==> src/design/assert_macros.svh <==
// ---------------------------------------------------------------------------
// Assertion macros
// Shared clocked assertion forms for the metadata property parser.
// ---------------------------------------------------------------------------
`ifndef ASSERT_MACROS_SVH
`define ASSERT_MACROS_SVH

// Plain property, sampled on clk_i, off while rst_ni is low.
`define MPP_ASSERT(lbl, prop, msg) \
  lbl: assert property (@(posedge clk_i) disable iff (!rst_ni) (prop)) else $error(msg);

// Same-cycle implication, sampled on clk_i, off while rst_ni is low.
`define MPP_ASSERT_IMPL(lbl, ante, cons, msg) \
  lbl: assert property (@(posedge clk_i) disable iff (!rst_ni) (ante) |-> (cons)) \
    else $error(msg);

`endif

==> src/design/mpp_pkg.sv <==
// ---------------------------------------------------------------------------
// mpp_pkg
// Types, codes and name tables of the metadata property parser.
// ---------------------------------------------------------------------------
package mpp_pkg;

  localparam int NumTypes = 7;

  typedef enum logic [3:0] {
    PH_NLEN = 4'b0001,
    PH_NAME = 4'b0010,
    PH_VLEN = 4'b0100,
    PH_VAL  = 4'b1000
  } phase_e;

  typedef enum logic [1:0] {
    ROLE_NLEN = 2'd0,
    ROLE_NAME = 2'd1,
    ROLE_VLEN = 2'd2,
    ROLE_VAL  = 2'd3
  } role_e;

  typedef enum logic [1:0] {
    KIND_OTHER = 2'd0,
    KIND_IDENT = 2'd1,
    KIND_STYPE = 2'd2
  } kind_e;

  typedef enum logic [1:0] {
    ST_OK     = 2'd0,
    ST_TRUNC  = 2'd1,
    ST_REJECT = 2'd2
  } status_e;

  typedef enum logic [0:0] {
    CFG_OWN_TYPE   = 1'b0,
    CFG_ROUTING_ID = 1'b1
  } cfg_idx_e;

  typedef struct packed {
    logic [7:0] data;
    logic       last;
  } item_t;

  typedef struct packed {
    role_e      role;
    logic [7:0] data;
    kind_e      kind;
    logic       rid;
    logic       prop_end;
    status_e    status;
    logic       done;
  } res_t;

  localparam logic [63:0] IDENT_STR = "Identity";
  localparam logic [87:0] STYPE_STR = "Socket-Type";

  // Peer type names, right-justified in 48 bits
  localparam logic [47:0] TYPE_STR [NumTypes] = '{
    "PAIR", "PUB", "SUB", "DEALER", "ROUTER", "XPUB", "XSUB"
  };
  localparam logic [2:0] TYPE_LEN [NumTypes] = '{
    3'd4, 3'd3, 3'd3, 3'd6, 3'd6, 3'd4, 3'd4
  };

  // Bit i set: peer type i accepted, indexed by own socket type
  localparam logic [NumTypes-1:0] ALLOWED_PEERS [8] = '{
    7'h01, 7'h44, 7'h22, 7'h18, 7'h18, 7'h44, 7'h22, 7'h00
  };

  function automatic logic ident_hit(logic [3:0] idx, logic [7:0] b);
    logic hit;
    hit = 1'b0;
    if (idx < 4'd8) begin
      hit = (IDENT_STR[8 * (7 - int'(idx)) +: 8] == b);
    end
    return hit;
  endfunction

  function automatic logic stype_hit(logic [3:0] idx, logic [7:0] b);
    logic hit;
    hit = 1'b0;
    if (idx < 4'd11) begin
      hit = (STYPE_STR[8 * (10 - int'(idx)) +: 8] == b);
    end
    return hit;
  endfunction

  function automatic logic type_hit(int t, logic [2:0] vi, logic [7:0] b);
    logic [2:0] len;
    logic       hit;
    len = TYPE_LEN[t];
    hit = 1'b0;
    if (vi < len) begin
      hit = (TYPE_STR[t][8 * (int'(len) - 1 - int'(vi)) +: 8] == b);
    end
    return hit;
  endfunction

endpackage

==> src/design/mpp_in_stage.sv <==
// ---------------------------------------------------------------------------
// mpp_in_stage
// Input register: holds one accepted item until the parser takes it.
// ---------------------------------------------------------------------------
module mpp_in_stage (
  input  logic          clk_i,
  input  logic          rst_ni,
  input  logic          valid_i,
  output logic          ready_o,
  input  mpp_pkg::item_t item_i,
  input  logic          take_i,
  output logic          valid_o,
  output mpp_pkg::item_t item_o
);
  import mpp_pkg::*;

  logic  vld_q;
  item_t item_q;

  assign ready_o = !vld_q || take_i;
  assign valid_o = vld_q;
  assign item_o  = item_q;

  always_ff @(posedge clk_i or negedge rst_ni) begin
    if (!rst_ni) begin
      vld_q <= 1'b0;
    end else if (ready_o) begin
      vld_q <= valid_i;
    end
  end

  always_ff @(posedge clk_i) begin
    if (valid_i && ready_o) begin
      item_q <= item_i;
    end
  end

endmodule

==> src/design/mpp_parse_core.sv <==
// ---------------------------------------------------------------------------
// mpp_parse_core
// Per-byte property parser: parse state and the one-byte step logic.
// ---------------------------------------------------------------------------
module mpp_parse_core (
  input  logic           clk_i,
  input  logic           rst_ni,
  input  mpp_pkg::item_t item_i,
  input  logic           step_i,
  input  logic [2:0]     own_type_i,
  input  logic           rid_en_i,
  output mpp_pkg::res_t  res_o
);
  import mpp_pkg::*;

  phase_e              phase_q, phase_d;
  logic [31:0]         rem_q, rem_d;
  logic [1:0]          shift_q, shift_d;
  logic [1:0]          nmatch_q, nmatch_d;
  logic [3:0]          nidx_q, nidx_d;
  kind_e               kind_q, kind_d;
  logic [NumTypes-1:0] tmatch_q, tmatch_d;
  logic [2:0]          vidx_q, vidx_d;
  status_e             err_q, err_d;

  logic [7:0]          b;
  logic [31:0]         rem_dec;
  logic [31:0]         vlen_full;
  logic [NumTypes-1:0] len_hit;
  logic [NumTypes-1:0] char_hit;
  role_e               role;
  kind_e               kind_out;
  logic                rid;
  logic                pend;
  logic                end_name;
  status_e             status;

  assign b         = item_i.data;
  assign rem_dec   = rem_q - 32'd1;
  assign vlen_full = {rem_q[23:0], b};

  always_comb begin
    for (int t = 0; t < NumTypes; t++) begin
      len_hit[t]  = ({29'd0, TYPE_LEN[t]} == vlen_full);
      char_hit[t] = type_hit(t, vidx_q, b);
    end
  end

  always_comb begin
    phase_d  = phase_q;
    rem_d    = rem_q;
    shift_d  = shift_q;
    nmatch_d = nmatch_q;
    nidx_d   = nidx_q;
    kind_d   = kind_q;
    tmatch_d = tmatch_q;
    vidx_d   = vidx_q;
    err_d    = err_q;
    role     = ROLE_NLEN;
    kind_out = KIND_OTHER;
    rid      = 1'b0;
    pend     = 1'b0;
    end_name = 1'b0;

    if (err_q == ST_OK) begin
      case (phase_q)
        PH_NLEN: begin
          role     = ROLE_NLEN;
          rem_d    = {24'd0, b};
          nidx_d   = '0;
          nmatch_d = {b == 8'd11, b == 8'd8};
          if (b == 8'd0) begin
            end_name = 1'b1;
          end else begin
            phase_d = PH_NAME;
          end
        end
        PH_NAME: begin
          role     = ROLE_NAME;
          nmatch_d = nmatch_q & {stype_hit(nidx_q, b), ident_hit(nidx_q, b)};
          // saturate: past both names nothing can match anyway
          nidx_d   = (nidx_q == 4'd11) ? nidx_q : nidx_q + 4'd1;
          rem_d    = rem_dec;
          if (rem_dec == 32'd0) begin
            end_name = 1'b1;
          end
        end
        PH_VLEN: begin
          role     = ROLE_VLEN;
          kind_out = kind_q;
          rem_d    = vlen_full;
          shift_d  = shift_q + 2'd1;
          if (shift_q == 2'd3) begin
            tmatch_d = len_hit;
            vidx_d   = '0;
            if (vlen_full == 32'd0) begin
              pend = 1'b1;
            end else begin
              phase_d = PH_VAL;
            end
          end
        end
        PH_VAL: begin
          role     = ROLE_VAL;
          kind_out = kind_q;
          rid      = (kind_q == KIND_IDENT) && rid_en_i;
          tmatch_d = tmatch_q & char_hit;
          vidx_d   = (vidx_q == 3'd7) ? vidx_q : vidx_q + 3'd1;
          rem_d    = rem_dec;
          if (rem_dec == 32'd0) begin
            pend = 1'b1;
          end
        end
        default: begin
          phase_d = PH_NLEN;
        end
      endcase
    end

    if (end_name) begin
      if (nmatch_d[0]) begin
        kind_d = KIND_IDENT;
      end else if (nmatch_d[1]) begin
        kind_d = KIND_STYPE;
      end else begin
        kind_d = KIND_OTHER;
      end
      phase_d = PH_VLEN;
      shift_d = '0;
      rem_d   = '0;
    end

    // Property complete: check the peer socket type
    if (pend) begin
      phase_d = PH_NLEN;
      if (kind_q == KIND_STYPE && (tmatch_d & ALLOWED_PEERS[own_type_i]) == '0) begin
        err_d = ST_REJECT;
      end
    end

    status = err_d;
    if (item_i.last && err_d == ST_OK && !pend) begin
      status = ST_TRUNC;
    end

    // End of buffer: drop all parse state
    if (item_i.last) begin
      phase_d  = PH_NLEN;
      rem_d    = '0;
      shift_d  = '0;
      nmatch_d = 2'b11;
      nidx_d   = '0;
      kind_d   = KIND_OTHER;
      tmatch_d = '1;
      vidx_d   = '0;
      err_d    = ST_OK;
    end
  end

  assign res_o.role     = role;
  assign res_o.data     = b;
  assign res_o.kind     = kind_out;
  assign res_o.rid      = rid;
  assign res_o.prop_end = pend;
  assign res_o.status   = status;
  assign res_o.done     = item_i.last;

  always_ff @(posedge clk_i or negedge rst_ni) begin
    if (!rst_ni) begin
      phase_q  <= PH_NLEN;
      rem_q    <= '0;
      shift_q  <= '0;
      nmatch_q <= 2'b11;
      nidx_q   <= '0;
      kind_q   <= KIND_OTHER;
      tmatch_q <= '1;
      vidx_q   <= '0;
      err_q    <= ST_OK;
    end else if (step_i) begin
      phase_q  <= phase_d;
      rem_q    <= rem_d;
      shift_q  <= shift_d;
      nmatch_q <= nmatch_d;
      nidx_q   <= nidx_d;
      kind_q   <= kind_d;
      tmatch_q <= tmatch_d;
      vidx_q   <= vidx_d;
      err_q    <= err_d;
    end
  end

endmodule

==> src/design/mpp_out_stage.sv <==
// ---------------------------------------------------------------------------
// mpp_out_stage
// Result register: holds one result item until the receiver takes it.
// ---------------------------------------------------------------------------
module mpp_out_stage (
  input  logic          clk_i,
  input  logic          rst_ni,
  input  logic          load_i,
  input  mpp_pkg::res_t res_i,
  input  logic          ready_i,
  output logic          valid_o,
  output mpp_pkg::res_t res_o
);
  import mpp_pkg::*;

  logic vld_q;
  res_t res_q;

  assign valid_o = vld_q;
  assign res_o   = res_q;

  always_ff @(posedge clk_i or negedge rst_ni) begin
    if (!rst_ni) begin
      vld_q <= 1'b0;
    end else if (load_i) begin
      vld_q <= 1'b1;
    end else if (ready_i) begin
      vld_q <= 1'b0;
    end
  end

  always_ff @(posedge clk_i) begin
    if (load_i) begin
      res_q <= res_i;
    end
  end

endmodule

==> src/design/metadata_property_parser_unit.sv <==
// ---------------------------------------------------------------------------
// metadata_property_parser_unit
// Byte-stream parser for handshake metadata properties.
// ---------------------------------------------------------------------------
// Usage:
//   Input channel (in_valid_i/in_ready_o) takes one buffer byte per item,
//   with last_byte_i marking the final byte. Output channel
//   (out_valid_o/out_ready_i) gives one result item per input item, in
//   order: role tag, byte, name kind, routing id flag, property end and
//   the sticky status (final when done_res_o is high).
//   Configuration: cfg_we_i writes cfg_data_i into register cfg_index_i
//   (0 own socket type, 1 routing id enable) at once; write only while idle.
//   Path: an accepted item enters the input register, then the parse step
//   loads its result into the result register.
//   Throughput: one item per cycle while out_ready_i is high; the parse
//   state updates once per byte in a single step between the two registers.
//   Stall: while the receiver holds out_ready_i low the result register
//   holds; the input register still takes one more item, then in_ready_o
//   drops until the result moves on.
//   Reset: clears both registers' valid bits, the parse state and the
//   configuration registers.
// ---------------------------------------------------------------------------
`include "assert_macros.svh"

module metadata_property_parser_unit (
  input  logic       clk_i,
  input  logic       rst_ni,
  input  logic       in_valid_i,
  output logic       in_ready_o,
  input  logic [7:0] data_byte_i,
  input  logic       last_byte_i,
  output logic       out_valid_o,
  input  logic       out_ready_i,
  output logic [1:0] byte_role_o,
  output logic [7:0] byte_out_o,
  output logic [1:0] name_kind_o,
  output logic       routing_id_byte_o,
  output logic       property_end_o,
  output logic [1:0] status_o,
  output logic       done_res_o,
  input  logic       cfg_we_i,
  input  logic [0:0] cfg_index_i,
  input  logic [2:0] cfg_data_i
);
  import mpp_pkg::*;

  logic [2:0] own_q;
  logic       rid_en_q;
  item_t      in_item;
  item_t      stage_item;
  logic       stage_vld;
  logic       advance;
  res_t       step_res;
  res_t       out_res;

  assign in_item.data = data_byte_i;
  assign in_item.last = last_byte_i;

  // Move the held item into the result register when that slot is free
  assign advance = stage_vld && (!out_valid_o || out_ready_i);

  always_ff @(posedge clk_i or negedge rst_ni) begin
    if (!rst_ni) begin
      own_q    <= '0;
      rid_en_q <= 1'b0;
    end else if (cfg_we_i) begin
      case (cfg_index_i)
        CFG_OWN_TYPE:   own_q    <= cfg_data_i;
        CFG_ROUTING_ID: rid_en_q <= cfg_data_i[0];
        default: ;
      endcase
    end
  end

  mpp_in_stage u_in_stage (
    .clk_i   (clk_i),
    .rst_ni  (rst_ni),
    .valid_i (in_valid_i),
    .ready_o (in_ready_o),
    .item_i  (in_item),
    .take_i  (advance),
    .valid_o (stage_vld),
    .item_o  (stage_item)
  );

  mpp_parse_core u_parse_core (
    .clk_i      (clk_i),
    .rst_ni     (rst_ni),
    .item_i     (stage_item),
    .step_i     (advance),
    .own_type_i (own_q),
    .rid_en_i   (rid_en_q),
    .res_o      (step_res)
  );

  mpp_out_stage u_out_stage (
    .clk_i   (clk_i),
    .rst_ni  (rst_ni),
    .load_i  (advance),
    .res_i   (step_res),
    .ready_i (out_ready_i),
    .valid_o (out_valid_o),
    .res_o   (out_res)
  );

  assign byte_role_o       = out_res.role;
  assign byte_out_o        = out_res.data;
  assign name_kind_o       = out_res.kind;
  assign routing_id_byte_o = out_res.rid;
  assign property_end_o    = out_res.prop_end;
  assign status_o          = out_res.status;
  assign done_res_o        = out_res.done;

  `MPP_ASSERT_IMPL(a_done_ok_ends_prop, out_valid_o && done_res_o && status_o == ST_OK, property_end_o, "last byte with ok status did not complete a property")
  `MPP_ASSERT_IMPL(a_rid_tag, out_valid_o && routing_id_byte_o, byte_role_o == ROLE_VAL && name_kind_o == KIND_IDENT, "routing id flag on a byte that is not an identity value byte")
  `MPP_ASSERT_IMPL(a_stall_only_when_full, !in_ready_o, stage_vld && out_valid_o && !out_ready_i, "input stalled while the result path can move")

endmodule

==> config.mk <==
export PLATFORM = sky130hd
export DESIGN_NAME = metadata_property_parser_unit
export DESIGN_NICKNAME = d
export VERILOG_FILES = /design/src/design/mpp_pkg.sv /design/src/design/mpp_in_stage.sv /design/src/design/mpp_parse_core.sv /design/src/design/mpp_out_stage.sv /design/src/design/metadata_property_parser_unit.sv
export VERILOG_INCLUDE_DIRS = /design/src /design/src/design
export SDC_FILE = /design/constraint.sdc
export NUM_CORES = 1
export LEC_CHECK = 0
export ABC_CLOCK_PERIOD_IN_PS = 10300
export BUFFER_PORTS_ARGS = -buffer_cell sky130_fd_sc_hd__buf_4
export CAP_MARGIN = 40
export CORE_AREA = 2 2 125 151
export CTS_CLUSTER_SIZE = 28
export DETAILED_ROUTE_END_ITERATION = 6
export DIE_AREA = 0 0 127 153
export MAX_ROUTING_LAYER = met4
export PLACE_DENSITY = 0.52
export SYNTH_ARGS = -nofsm -noshare
export SYNTH_HDL_FRONTEND = slang
export SYNTH_HIERARCHICAL = 1
export SYNTH_SLANG_ARGS = --single-unit
==> constraint.sdc <==
create_clock -name clk_i -period 10.3 [get_ports clk_i]
set_input_delay 3.09 -clock clk_i [delete_from_list [all_inputs] [get_ports clk_i]]
set_output_delay 3.09 -clock clk_i [all_outputs]
set_load 0.05 [all_outputs]
==> results of run 1 <==
-- routing by layer --
metal	GRT usage	part of all wire	vias up	wire, um
met4	0.0989	0.031	0	684
met5	-	0	-	0
met2	0.394	0.51	235	11300
met1	0.286	0.41	3304	9250
li1	-	-	3135	-
met3	0.0336	0.047	63	1060
-- critical path: cells and delay by family --
kind,cells,cell delay (ps)
buf+inv,3,320
compound gates,1,150
simple gates,1,140
-- Yosys cell counts (5+ instances only) --
cell      number  share of area
nand2_1       90          0.048
nor2_1        58          0.031
clkbuf_1      56          0.030
dfrtp_1       54           0.19
a21oi_1       45          0.032
o21ai_0       43          0.030
nand3_1       39          0.028
inv_1         30          0.016
nor3_1        28          0.020
edfxtp_1      26           0.11
nor4_1        24          0.021
nand2b_1      18          0.016
o21ai_1       18          0.013
xor2_1        18          0.022
xnor2_1       16          0.020
buf_4         13          0.014
o211ai_1      13          0.014
o31ai_1       12          0.013
a31oi_1       10         0.0088
dfstp_2       10          0.037
nor2b_1       10         0.0088
and3_1         9         0.0080
ha_1           9          0.016
nor4b_1        9          0.011
or3_1          9         0.0080
a32oi_1        8         0.0099
nand4_1        8         0.0071
a22oi_1        7         0.0074
nand3b_1       7         0.0074
o221ai_1       7         0.0087
buf_2          6         0.0042
nor3b_1        6         0.0064
o41ai_1        6         0.0074
a22o_1         5         0.0062
a31o_2         5         0.0062
and2_1         5         0.0044
mux2i_1        5         0.0071
o21a_1         5         0.0053
or4_1          5         0.0053
-- final timing paths --
path                                          start                  endpoint  slack [ps]  cells past startpoint
max                                     out_ready_i                in_ready_o        3500                      5
min                        u_parse_core/tmatch_q[1]  u_parse_core/tmatch_q[1]         510                      2
max reg2reg                   u_parse_core/rem_q[0]     u_parse_core/rem_q[2]        5200                     11
min reg2reg                u_parse_core/tmatch_q[1]  u_parse_core/tmatch_q[1]         510                      2
max in group asynchronous                    rst_ni  u_parse_core/nmatch_q[0]        7040                      2
min in group asynchronous                    rst_ni    u_parse_core/rem_q[11]        2650                      1
-- logic make-up (layout without fill, tap and decap cells) --
logic type               Yosys count  in the layout
AO/OA/AOI/OAI                    239            239
XOR/XNOR                          34             34
adder cells (fa/ha/maj)            9              9
buffers and inverters            112             96
flip-flops                        90             90
multiplexers                      11             11
AND/OR/NAND/NOR                  360            360
-- cell usage in the layout (no fill, tap or decap), types with 10 or more instances in the layout --
master	count
o211ai_1	13
o31ai_1	12
o21ai_1	18
nor2_1	57
inv_1	30
dfstp_2	10
nand2_1	90
o21ai_0	43
nand2b_1	18
dfrtp_1	54
nor4_1	24
nor3_1	27
nor2b_1	10
a31oi_1	10
xnor2_1	16
buf_4	45
xor2_1	18
edfxtp_1	26
nand3_1	39
a21oi_1	45
-- cell type report --
type                            count  share of cell area
Tap cell                          224              0.0363
Inverter                           30              0.0146
Sequential cell                    90               0.310
Clock buffer                        9              0.0292
Clock inverter                      7              0.0117
Multi-Input combinational cell    653               0.546
Timing Repair Buffer               50              0.0523
-- where the power goes --
part / leakage, nW / internal [W] / switching (W)
Clock: 0.156 / 0.000195 / 0.000159
Combinational: 1.67 / 0.000290 / 0.000537
Sequential: 1.09 / 0.000419 / 0.0000962
Total: 2.92 / 0.000904 / 0.000792
-- stage by stage --
stage / util / hold slack (ps) / area (sq um) / total power (W)
3_3_place_gp: 0.408 / 477 / 7340 / 0.00132
2_1_floorplan: - / 456 / 7080 / 0.00112
5_1_grt: 0.430 / 510 / 7720 / 0.00180
4_1_cts: 0.430 / 506 / 7720 / 0.00169
3_5_place_dp: 0.412 / 493 / 7410 / 0.00133
6_report: 0.430 / 512 / 7720 / 0.00170
-- sequential cells by signal (all words and copies together) (netlist names) --
| signal | cells |
|---|---|
| u_parse_core/rem_q | 32 |
| u_parse_core/kind_q | 2 |
| rid_en_q | 1 |
| u_parse_core/vidx_q | 3 |
| own_q | 3 |
| u_parse_core/shift_q | 2 |
| u_parse_core/err_q | 2 |
| u_parse_core/nidx_q | 4 |
| u_parse_core/phase_q | 4 |
| u_in_stage/valid_o | 1 |
| u_parse_core/tmatch_q | 7 |
| u_out_stage/res_o | 17 |
| u_in_stage/item_o | 9 |
| u_out_stage/valid_o | 1 |
| u_parse_core/nmatch_q | 2 |
==> metrics.yaml, run 1 <==
global_routing:
  grt_pass1_wl_mm: 35.6
  grt_start_max_net_pins: 37
  overflow: 0
  antenna_found_initial: 0
  grt_usage: 0.236
  grt_pass1_vias: 6499
timing:
  fin_tns_setup_ps: 0
  setup_viol: 0
  rsz0062_at_grt: "false"
  finalHoldViolCount: 0
  timing.final.crit_share: 0.660
  max_slew_margin: 0.413
  fin_crit_ps: 6800
  worst_slew_pin_slew_ps: 868
  fmax_mhz: 147
  fin_skew_ps: 11.5
  setup_slack_ps: 3500
  report.final.slew_viol_count: 0
yosys:
  synth_top_family_by_area: "simple AND/OR/NAND/NOR gates"
  netlist_area_sq_um: 7080
  ys.flop_type: "dfrtp_1"
  synthArstFlopShare: 0.711
  synthCells: 855
  mappedNetlistNets: 882
  synthXorXnorAreaFrac: 0.0421
  yosysSeqAreaShare: 0.338
  synthMuxAreaShare: 0.0187
  synth-compound-area-share: 0.229
  syn_area_per_cell_sq_um: 8.28
  yosys.area_share.simple: 0.286
  synth_warnings: 6
  ys_ff_latch: 90
  ys_types: 89
  synth_adder_area_share: 0.0159
  synth-edff-count: 26
routing:
  postRouteWirelength_mm: 22.3
  drt_iter0_markers: 572
  drc_errors: 0
  via_per_inst: 6.34
  wire_per_inst_um: 21.0
  firstDrtPassIters: 6
  final_antenna_net_count: 0
  vias: 6737
layout:
  regArea_sq_um: 2390
  nets: 861
  drive_gt1_frac: 0.142
  multi_input_comb_area_sq_um: 4220
  n_fill_cell: 1821
  stdcell_count: 1063
  areaGrowthSynthToFinish_pct: 9.10
  antenna_cells: 0
clocking:
  hold_buffers: 0
  clock_latency_ps: 360
  clockRootBuffer: "clkbuf_16"
  cts_resized: 0
  clk_pin_slew_ps: 70
  htree_num_levels: 3
  cts_setup_buffers: 0
  numCtsBuffers: 9
  cts.sink_count: 90
  cts_tree: "built"
  clock_path_buffers: 2
place:
  port_buffers: 36
  gp_routability_congestion: 0.897
  placed_cells: 1047
  dp_hpwl_mm: 16.1
  pre_cts_ws_ps: 3500
setup_path:
  cpPeakStageDelay_ps: 190
  cp-end-kind: "output pin"
  cp_common_cell: "buf_4"
  worstPathCellList: "buf_4 -> inv_1 -> a21boi_4 -> nand2b_4 -> buf_4"
  crit_path_start_kind: "input port"
  critPathSlowestCell: "buf_4"
  cp_max_fo: 3
  arrival_ps: 3710
  required_ps: 7210
  worstSetupPathType: "input port to output pin"
floorplanning:
  die_area_sq_um: 19400
  rows: 54
  start_util: 0.394
  core_area_sq_um: 18000
  ios: 37
  die_w_um: 127
  die_h_um: 153
pwr:
  power.density_nw_per_um2: 220
  p_leak_nw: 2.92
  peakVddDrop_uv: 93.3
worst_hold_path:
  hp-class: "flip-flop to flip-flop"
status:
  status: "finished clean"
job:
  cap_viol_max_count: 0
Note: power is estimated with default switching activity, not from simulation.
==> inputs of run 2 (changes only) <==
ABC_AREA = 1   (was unset)
ABC_CLOCK_PERIOD_IN_PS = 5900   (was 10300)
CORE_AREA = 2 2 125 152   (was 2 2 125 151)
DIE_AREA = 0 0 127 154   (was 0 0 127 153)
PLACE_DENSITY = 0.54   (was 0.52)
clock period = 5.9 ns   (was 10.3 ns; I/O delays follow)
==> metrics.yaml, run 2 <==
setup_path:
  critPathSlowestCell: "buf_4"  # unchanged
  crit_path_start_kind: "input port"  # unchanged
  required_ps: 4130  # was 7210 ps
  cpPeakStageDelay_ps: 200  # was 190 ps
  cp-end-kind: "output pin"  # unchanged
  worstSetupPathType: "input port to output pin"  # unchanged
  worstPathCellList: "buf_4 -> inv_1 -> a21boi_4 -> inv_1 -> nand2_1 -> buf_4"  # was buf_4 -> inv_1 -> a21boi_4 -> nand2b_4 -> buf_4
  cp_max_fo: 2  # was 3
  arrival_ps: 2350  # was 3710 ps
yosys:
  syn_area_per_cell_sq_um: 6.47  # was 8.28 sq um
  ys_ff_latch: 90  # unchanged
  mappedNetlistNets: 1127  # was 882
  ys.flop_type: "dfrtp_1"  # unchanged
  yosys.area_share.simple: 0.422  # was 0.286
  synth_adder_area_share: 0.0158  # was 0.0159
  synth.most_common_cell: "nand2_1"  # unchanged
  synth_largest_area_cell: "dfrtp_1"  # unchanged
  synthArstFlopShare: 0.711  # unchanged
  synth_warnings: 6  # unchanged
  yosys-top-cells-count: "nand2_1, nor2_1, nand3_1, inv_1, o21ai_0"  # was nand2_1, nor2_1, clkbuf_1, dfrtp_1, a21oi_1
  synthXorXnorAreaFrac: 0.0197  # was 0.0421
  netlist_area_sq_um: 7110  # was 7080 sq um
  synth-compound-area-share: 0.101  # was 0.229
  synthMuxAreaShare: 0  # was 0.0187
  synth-edff-count: 26  # unchanged
  yosys-top-cells-area: "dfrtp_1, nand2_1, edfxtp_1"  # was dfrtp_1, edfxtp_1, nand2_1
  ys_types: 42  # was 89
  synth_top_area_share: 0.190  # was 0.191
  synth_top_family_by_area: "simple AND/OR/NAND/NOR gates"  # unchanged
  yosysSeqAreaShare: 0.337  # was 0.338
  synthCells: 1100  # was 855
layout:
  largest_register_ffs: 32  # unchanged
  areaGrowthSynthToFinish_pct: 10.4  # was 9.10%
  n_fill_cell: 1948  # was 1821
  nets: 1139  # was 861
  antenna_cells: 0  # unchanged
  top_register: "u_parse_core/rem_q"  # unchanged
  drive_gt1_frac: 0.110  # was 0.142
  final_cell_mix: "nand2_1, nor2_1, nand3_1, inv_1, o21ai_0"  # was nand2_1, nor2_1, dfrtp_1, buf_4, a21oi_1
  fin_util: 0.437  # was 0.430
  final_common_cell: "nand2_1"  # unchanged
routing:
  vias: 7242  # was 6737
  wire_per_inst_um: 16.7  # was 21.0 um
  postRouteWirelength_mm: 22.4  # was 22.3 mm
  via_per_inst: 5.40  # was 6.34
  drc_errors: 0  # unchanged
  firstDrtPassIters: 5  # was 6
  final_antenna_net_count: 0  # unchanged
  drt_iter0_markers: 495  # was 572
timing:
  worst_slew_pin_slew_ps: 826  # was 868 ps
  fin_tns_setup_ps: 0  # unchanged
  timing.final.crit_share: 0.699
  max_slew_margin: 0.449  # was 0.413
  rsz0062_at_grt: "false"  # unchanged
  fin_crit_ps: 4120
  fmax_mhz: 242
  fin_hold_ws_ps: 491  # was 512 ps
  finalHoldViolCount: 0  # unchanged
  setup_viol: 0  # unchanged
  report.final.slew_viol_count: 0  # unchanged
  fin_skew_ps: 8.41  # was 11.5 ps
place:
  dp_hpwl_mm: 16.7  # was 16.1 mm
  gp_routability_congestion: 0.918  # was 0.897
  port_buffers: 36  # unchanged
global_routing:
  grt_pass1_vias: 6899  # was 6499
  grt_pass1_wl_mm: 35.6  # about the same
  grt_usage: 0.238  # was 0.236
  overflow: 0  # unchanged
  grt_start_max_net_pins: 51  # was 37
  antenna_found_initial: 0  # unchanged
floorplanning:
  core_area_sq_um: 18000  # unchanged
  start_util: 0.396  # was 0.394
  die_area_sq_um: 19600  # was 19400 sq um
  rows: 54  # unchanged
  ios: 37  # unchanged
  die_w_um: 127  # unchanged
  die_h_um: 154  # was 153 um
pwr:
  peakVddDrop_uv: 157  # was 93.3 uV
  pwr-share-clk: 0.173  # was 0.209
  p_leak_nw: 3.83  # was 2.92 nW
  power.density_nw_per_um2: 435  # was 220 nW/um^2
  p_sw_w: 0.00178  # was 0.000792 W
  pwr-share-seq: 0.245  # was 0.304
  swShare: 0.522  # was 0.467
  comb_power_share: 0.582  # was 0.488
  intPower_w: 0.00163  # was 0.000904 W
clocking:
  hold_buffers: 0  # unchanged
  clock_path_buffers: 2  # unchanged
  htree_num_levels: 3  # unchanged
  cts_resized: 0  # unchanged
  cts_tree: "built"  # unchanged
  numCtsBuffers: 9  # unchanged
  clockRootBuffer: "clkbuf_16"  # unchanged
  clk_pin_slew_ps: 80  # was 70 ps
  clock_latency_ps: 360  # about the same
  cts_setup_buffers: 0  # unchanged
  cts.sink_count: 90  # unchanged
worst_hold_path:
  hp-class: "flip-flop to flip-flop"  # unchanged
status:
  status: "finished clean"  # unchanged
job:
  cap_viol_max_count: 0  # unchanged
[run 2: cell types whose count changed after synthesis, moves of 20 or more]
| cell | change |
|---|---|
| nor2_1 | +92 |
| nor4_1 | -22 |
| o21ai_0 | +23 |
| nand2_1 | +219 |
| clkbuf_1 | -38 |
| nand4_1 | +20 |
| inv_1 | +98 |
| nand3_1 | +90 |
| o22ai_1 | +28 |
| a21oi_1 | -30 |
[run 2: worst max-delay path, delay by kind of cell]
family | cells | cell delay (ps)
compound gates | 1 | 120
buf+inv | 4 | 390
simple gates | 1 | 70
[run 2: final timing paths]
| kind | end | start | slack, ps | depth (start not counted) |
|---|---|---|---|---|
| hold reg to reg | u_parse_core/phase_q[0] | u_parse_core/phase_q[0] | 490 | 2 |
| setup / recovery | in_ready_o | out_ready_i | 1780 | 6 |
| setup reg to reg | u_parse_core/rem_q[0] | u_parse_core/rem_q[0] | 2860 | 19 |
| hold / removal | u_parse_core/phase_q[0] | u_parse_core/phase_q[0] | 490 | 2 |
| min in group asynchronous | u_parse_core/rem_q[6] | rst_ni | 1270 | 1 |
| max in group asynchronous | u_parse_core/tmatch_q[5] | rst_ni | 4030 | 2 |
[run 2: final cells by class]
cell class / count / area [sq um] / share of cell area
tap: 224 / 280 / 0.0357
clock inverter: 7 / 66.3 / 0.00845
inverter: 140 / 528 / 0.0673
clock buffer: 9 / 225 / 0.0287
timing repair buffer: 42 / 375 / 0.0478
sequential: 90 / 2390 / 0.305
multi-input combinational: 829 / 3980 / 0.507
[run 2: power by group through the flow]
stage	clock network (W)	registers [W]	logic, W
global placement	0	0.000848	0.00194
detailed placement	0	0.000847	0.00196
CTS	0.000607	0.000836	0.00197
floorplan	0	0.000869	0.00145
global route	0.000628	0.000850	0.00222
finish	0.000590	0.000837	0.00199
[run 2: layer usage]
metal | vias up | track usage | share of wire
met4 | 0 | 0.100 | 0.033
li1 | 3590 | - | -
met5 | - | - | 0
met2 | 203 | 0.403 | 0.50
met3 | 46 | 0.0306 | 0.037
met1 | 3403 | 0.284 | 0.43
[run 2: metrics by stage]
step                      setup WS (ps)  power (W)  std cells  cell area [sq um]
after CTS                          1770    0.00341       1341               7850
after global placement             1780    0.00279       1322               7480
after floorplan                     151    0.00232       1100               7110
after global routing               1700    0.00369       1341               7850
final                              1780    0.00341       1341               7850
after detailed placement           1770    0.00281       1325               7560
[run 2: cell families (layout without fill, tap and decap cells)]
| kind of cell | Yosys count | after routing |
|---|---|---|
| AOI/OAI and AO/OA | 129 | 129 |
| xor gates and xnor gates | 16 | 16 |
| adders and majority gates | 9 | 9 |
| buffers and inverters | 181 | 198 |
| DFF | 90 | 90 |
| and+or+nand+nor | 675 | 675 |
==> inputs of run 3 (changes only) <==
ABC_CLOCK_PERIOD_IN_PS = 4250   (was 5900)
PLACE_DENSITY = 0.52   (was 0.54)
clock period = 4.25 ns   (was 5.9 ns; I/O delays follow)
==> metrics.yaml, run 3 (same netlist as run 2, synthesis figures left out) <==
timing:
  fin_crit_ps: 3500
  fin_tns_setup_ps: 0  # unchanged
  timing.final.crit_share: 0.824
  worst_slew_pin_slew_ps: 634  # was 826 ps
  report.final.slew_viol_count: 0  # unchanged
  fmax_mhz: 285
  rsz0062_at_grt: "false"  # unchanged
  max_slew_margin: 0.577  # was 0.449
  finalHoldViolCount: 0  # unchanged
  fin_skew_ps: 6.21  # was 8.41 ps
  setup_viol: 0  # unchanged
clocking:
  hold_buffers: 0  # unchanged
  cts_tree: "built"  # unchanged
  cts_resized: 0  # unchanged
  clock_path_buffers: 2  # unchanged
  clock_latency_ps: 360  # about the same
  numCtsBuffers: 9  # unchanged
  htree_num_levels: 3  # unchanged
  clk_pin_slew_ps: 70  # was 80 ps
  clockRootBuffer: "clkbuf_16"  # unchanged
  cts.sink_count: 90  # unchanged
  cts_setup_buffers: 0  # unchanged
worst_hold_path:
  holdPathStages: 2  # unchanged
  hp-class: "flip-flop to flip-flop"  # unchanged
layout:
  n_fill_cell: 1957  # was 1948
  fin_area_sq_um: 7880  # was 7850 sq um
  nets: 1143  # was 1139
  antenna_cells: 0  # unchanged
  multi_input_comb_area_sq_um: 3980  # unchanged
  top_register: "u_parse_core/rem_q"  # unchanged
  regArea_sq_um: 2390  # unchanged
  areaGrowthSynthToFinish_pct: 10.8  # was 10.4%
  largest_register_ffs: 32  # unchanged
  drive_gt1_frac: 0.113  # was 0.110
  final_common_cell: "nand2_1"  # unchanged
  final_cell_mix: "nand2_1, nor2_1, nand3_1, inv_1, o21ai_0"  # unchanged
routing:
  postRouteWirelength_mm: 22.6  # was 22.4 mm
  firstDrtPassIters: 5  # unchanged
  drt_iter0_markers: 484  # was 495
  final_antenna_net_count: 0  # unchanged
  drc_errors: 0  # unchanged
  vias: 7199  # was 7242
  wire_per_inst_um: 16.8  # was 16.7 um
  via_per_inst: 5.35  # was 5.40
pwr:
  peakVddDrop_uv: 190  # was 157 uV
  total_power_w: 0.00486  # was 0.00341 W
  p_leak_nw: 3.86  # was 3.83 nW
  power.density_nw_per_um2: 617  # was 435 nW/um^2
place:
  port_buffers: 36  # unchanged
  gp_routability_congestion: 0.890  # was 0.918
  dp_hpwl_mm: 17.1  # was 16.7 mm
  dpl_cell_area_sq_um: 7540  # was 7560 sq um
status:
  status: "finished clean"  # unchanged
floorplanning:
  rows: 54  # unchanged
  start_util: 0.396  # unchanged
  die_area_sq_um: 19600  # unchanged
  ios: 37  # unchanged
  die_h_um: 154  # unchanged
  die_w_um: 127  # unchanged
  core_area_sq_um: 18000  # unchanged
global_routing:
  grt_pass1_wl_mm: 36.6  # was 35.6 mm
  overflow: 0  # unchanged
  antenna_found_initial: 0  # unchanged
  grt_usage: 0.246  # was 0.238
  grt_start_max_net_pins: 37  # was 51
  grt_pass1_vias: 6851  # was 6899
setup_path:
  cp_max_fo: 14  # was 2
  cp-end-kind: "output pin"  # unchanged
  r2r_cells: 13  # was 19
  worstSetupPathType: "input port to output pin"  # unchanged
  arrival_ps: 2230  # was 2350 ps
  crit_path_start_kind: "input port"  # unchanged
  required_ps: 2970  # was 4130 ps
job:
  cap_viol_max_count: 0  # unchanged
[run 3: power by group]
group	total (W)	switching [W]	internal [W]
registers	0.00116	0.000137	0.00102
logic	0.00276	0.00194	0.000822
clock network	0.000938	0.000381	0.000557
total	0.00486	0.00246	0.00240
[run 3: layout make-up]
| type | instances | area share |
|---|---|---|
| Multi-Input combinational cell | 829 | 0.505 |
| Clock inverter | 6 | 0.0116 |
| Tap cell | 224 | 0.0356 |
| Inverter | 140 | 0.0670 |
| Sequential cell | 90 | 0.304 |
| Timing Repair Buffer | 46 | 0.0454 |
| Clock buffer | 10 | 0.0317 |
[run 3: layer usage]
| layer | up-vias | wire length, um | global-route usage |
|---|---|---|---|
| met3 | 42 | 716 | 0.0268 |
| met2 | 167 | 11500 | 0.425 |
| met5 | - | 0 | - |
| met4 | 0 | 778 | 0.0947 |
| li1 | 3603 | - | - |
| met1 | 3387 | 9590 | 0.292 |
[run 3: stage by stage]
stage	utilization	std cells	hold slack, ps	setup WS [ps]
final	0.439	1345	488	747
after global placement	0.418	1327	477	743
after floorplan	-	1100	442	101
after CTS	0.439	1345	490	718
after detailed placement	0.420	1329	471	716
after global routing	0.439	1345	519	625
[run 3: critical path, cell delays in order]
cell	delay (ps)
buf_4	80
inv_1	50
a21boi_4	410
inv_1	120
nand2_1	100
buf_4	200
[run 3: final timing paths]
kind / slack, ps / endpoint / start
min in group asynchronous: 860 / u_parse_core/rem_q[6] / rst_ni
max: 750 / in_ready_o / out_ready_i
max in group asynchronous: 2750 / u_parse_core/tmatch_q[1] / rst_ni
min reg2reg: 490 / u_parse_core/kind_q[1] / u_parse_core/kind_q[1]
min: 490 / u_parse_core/kind_q[1] / u_parse_core/kind_q[1]
max reg2reg: 1150 / u_out_stage/res_o[2] / u_parse_core/rem_q[0]
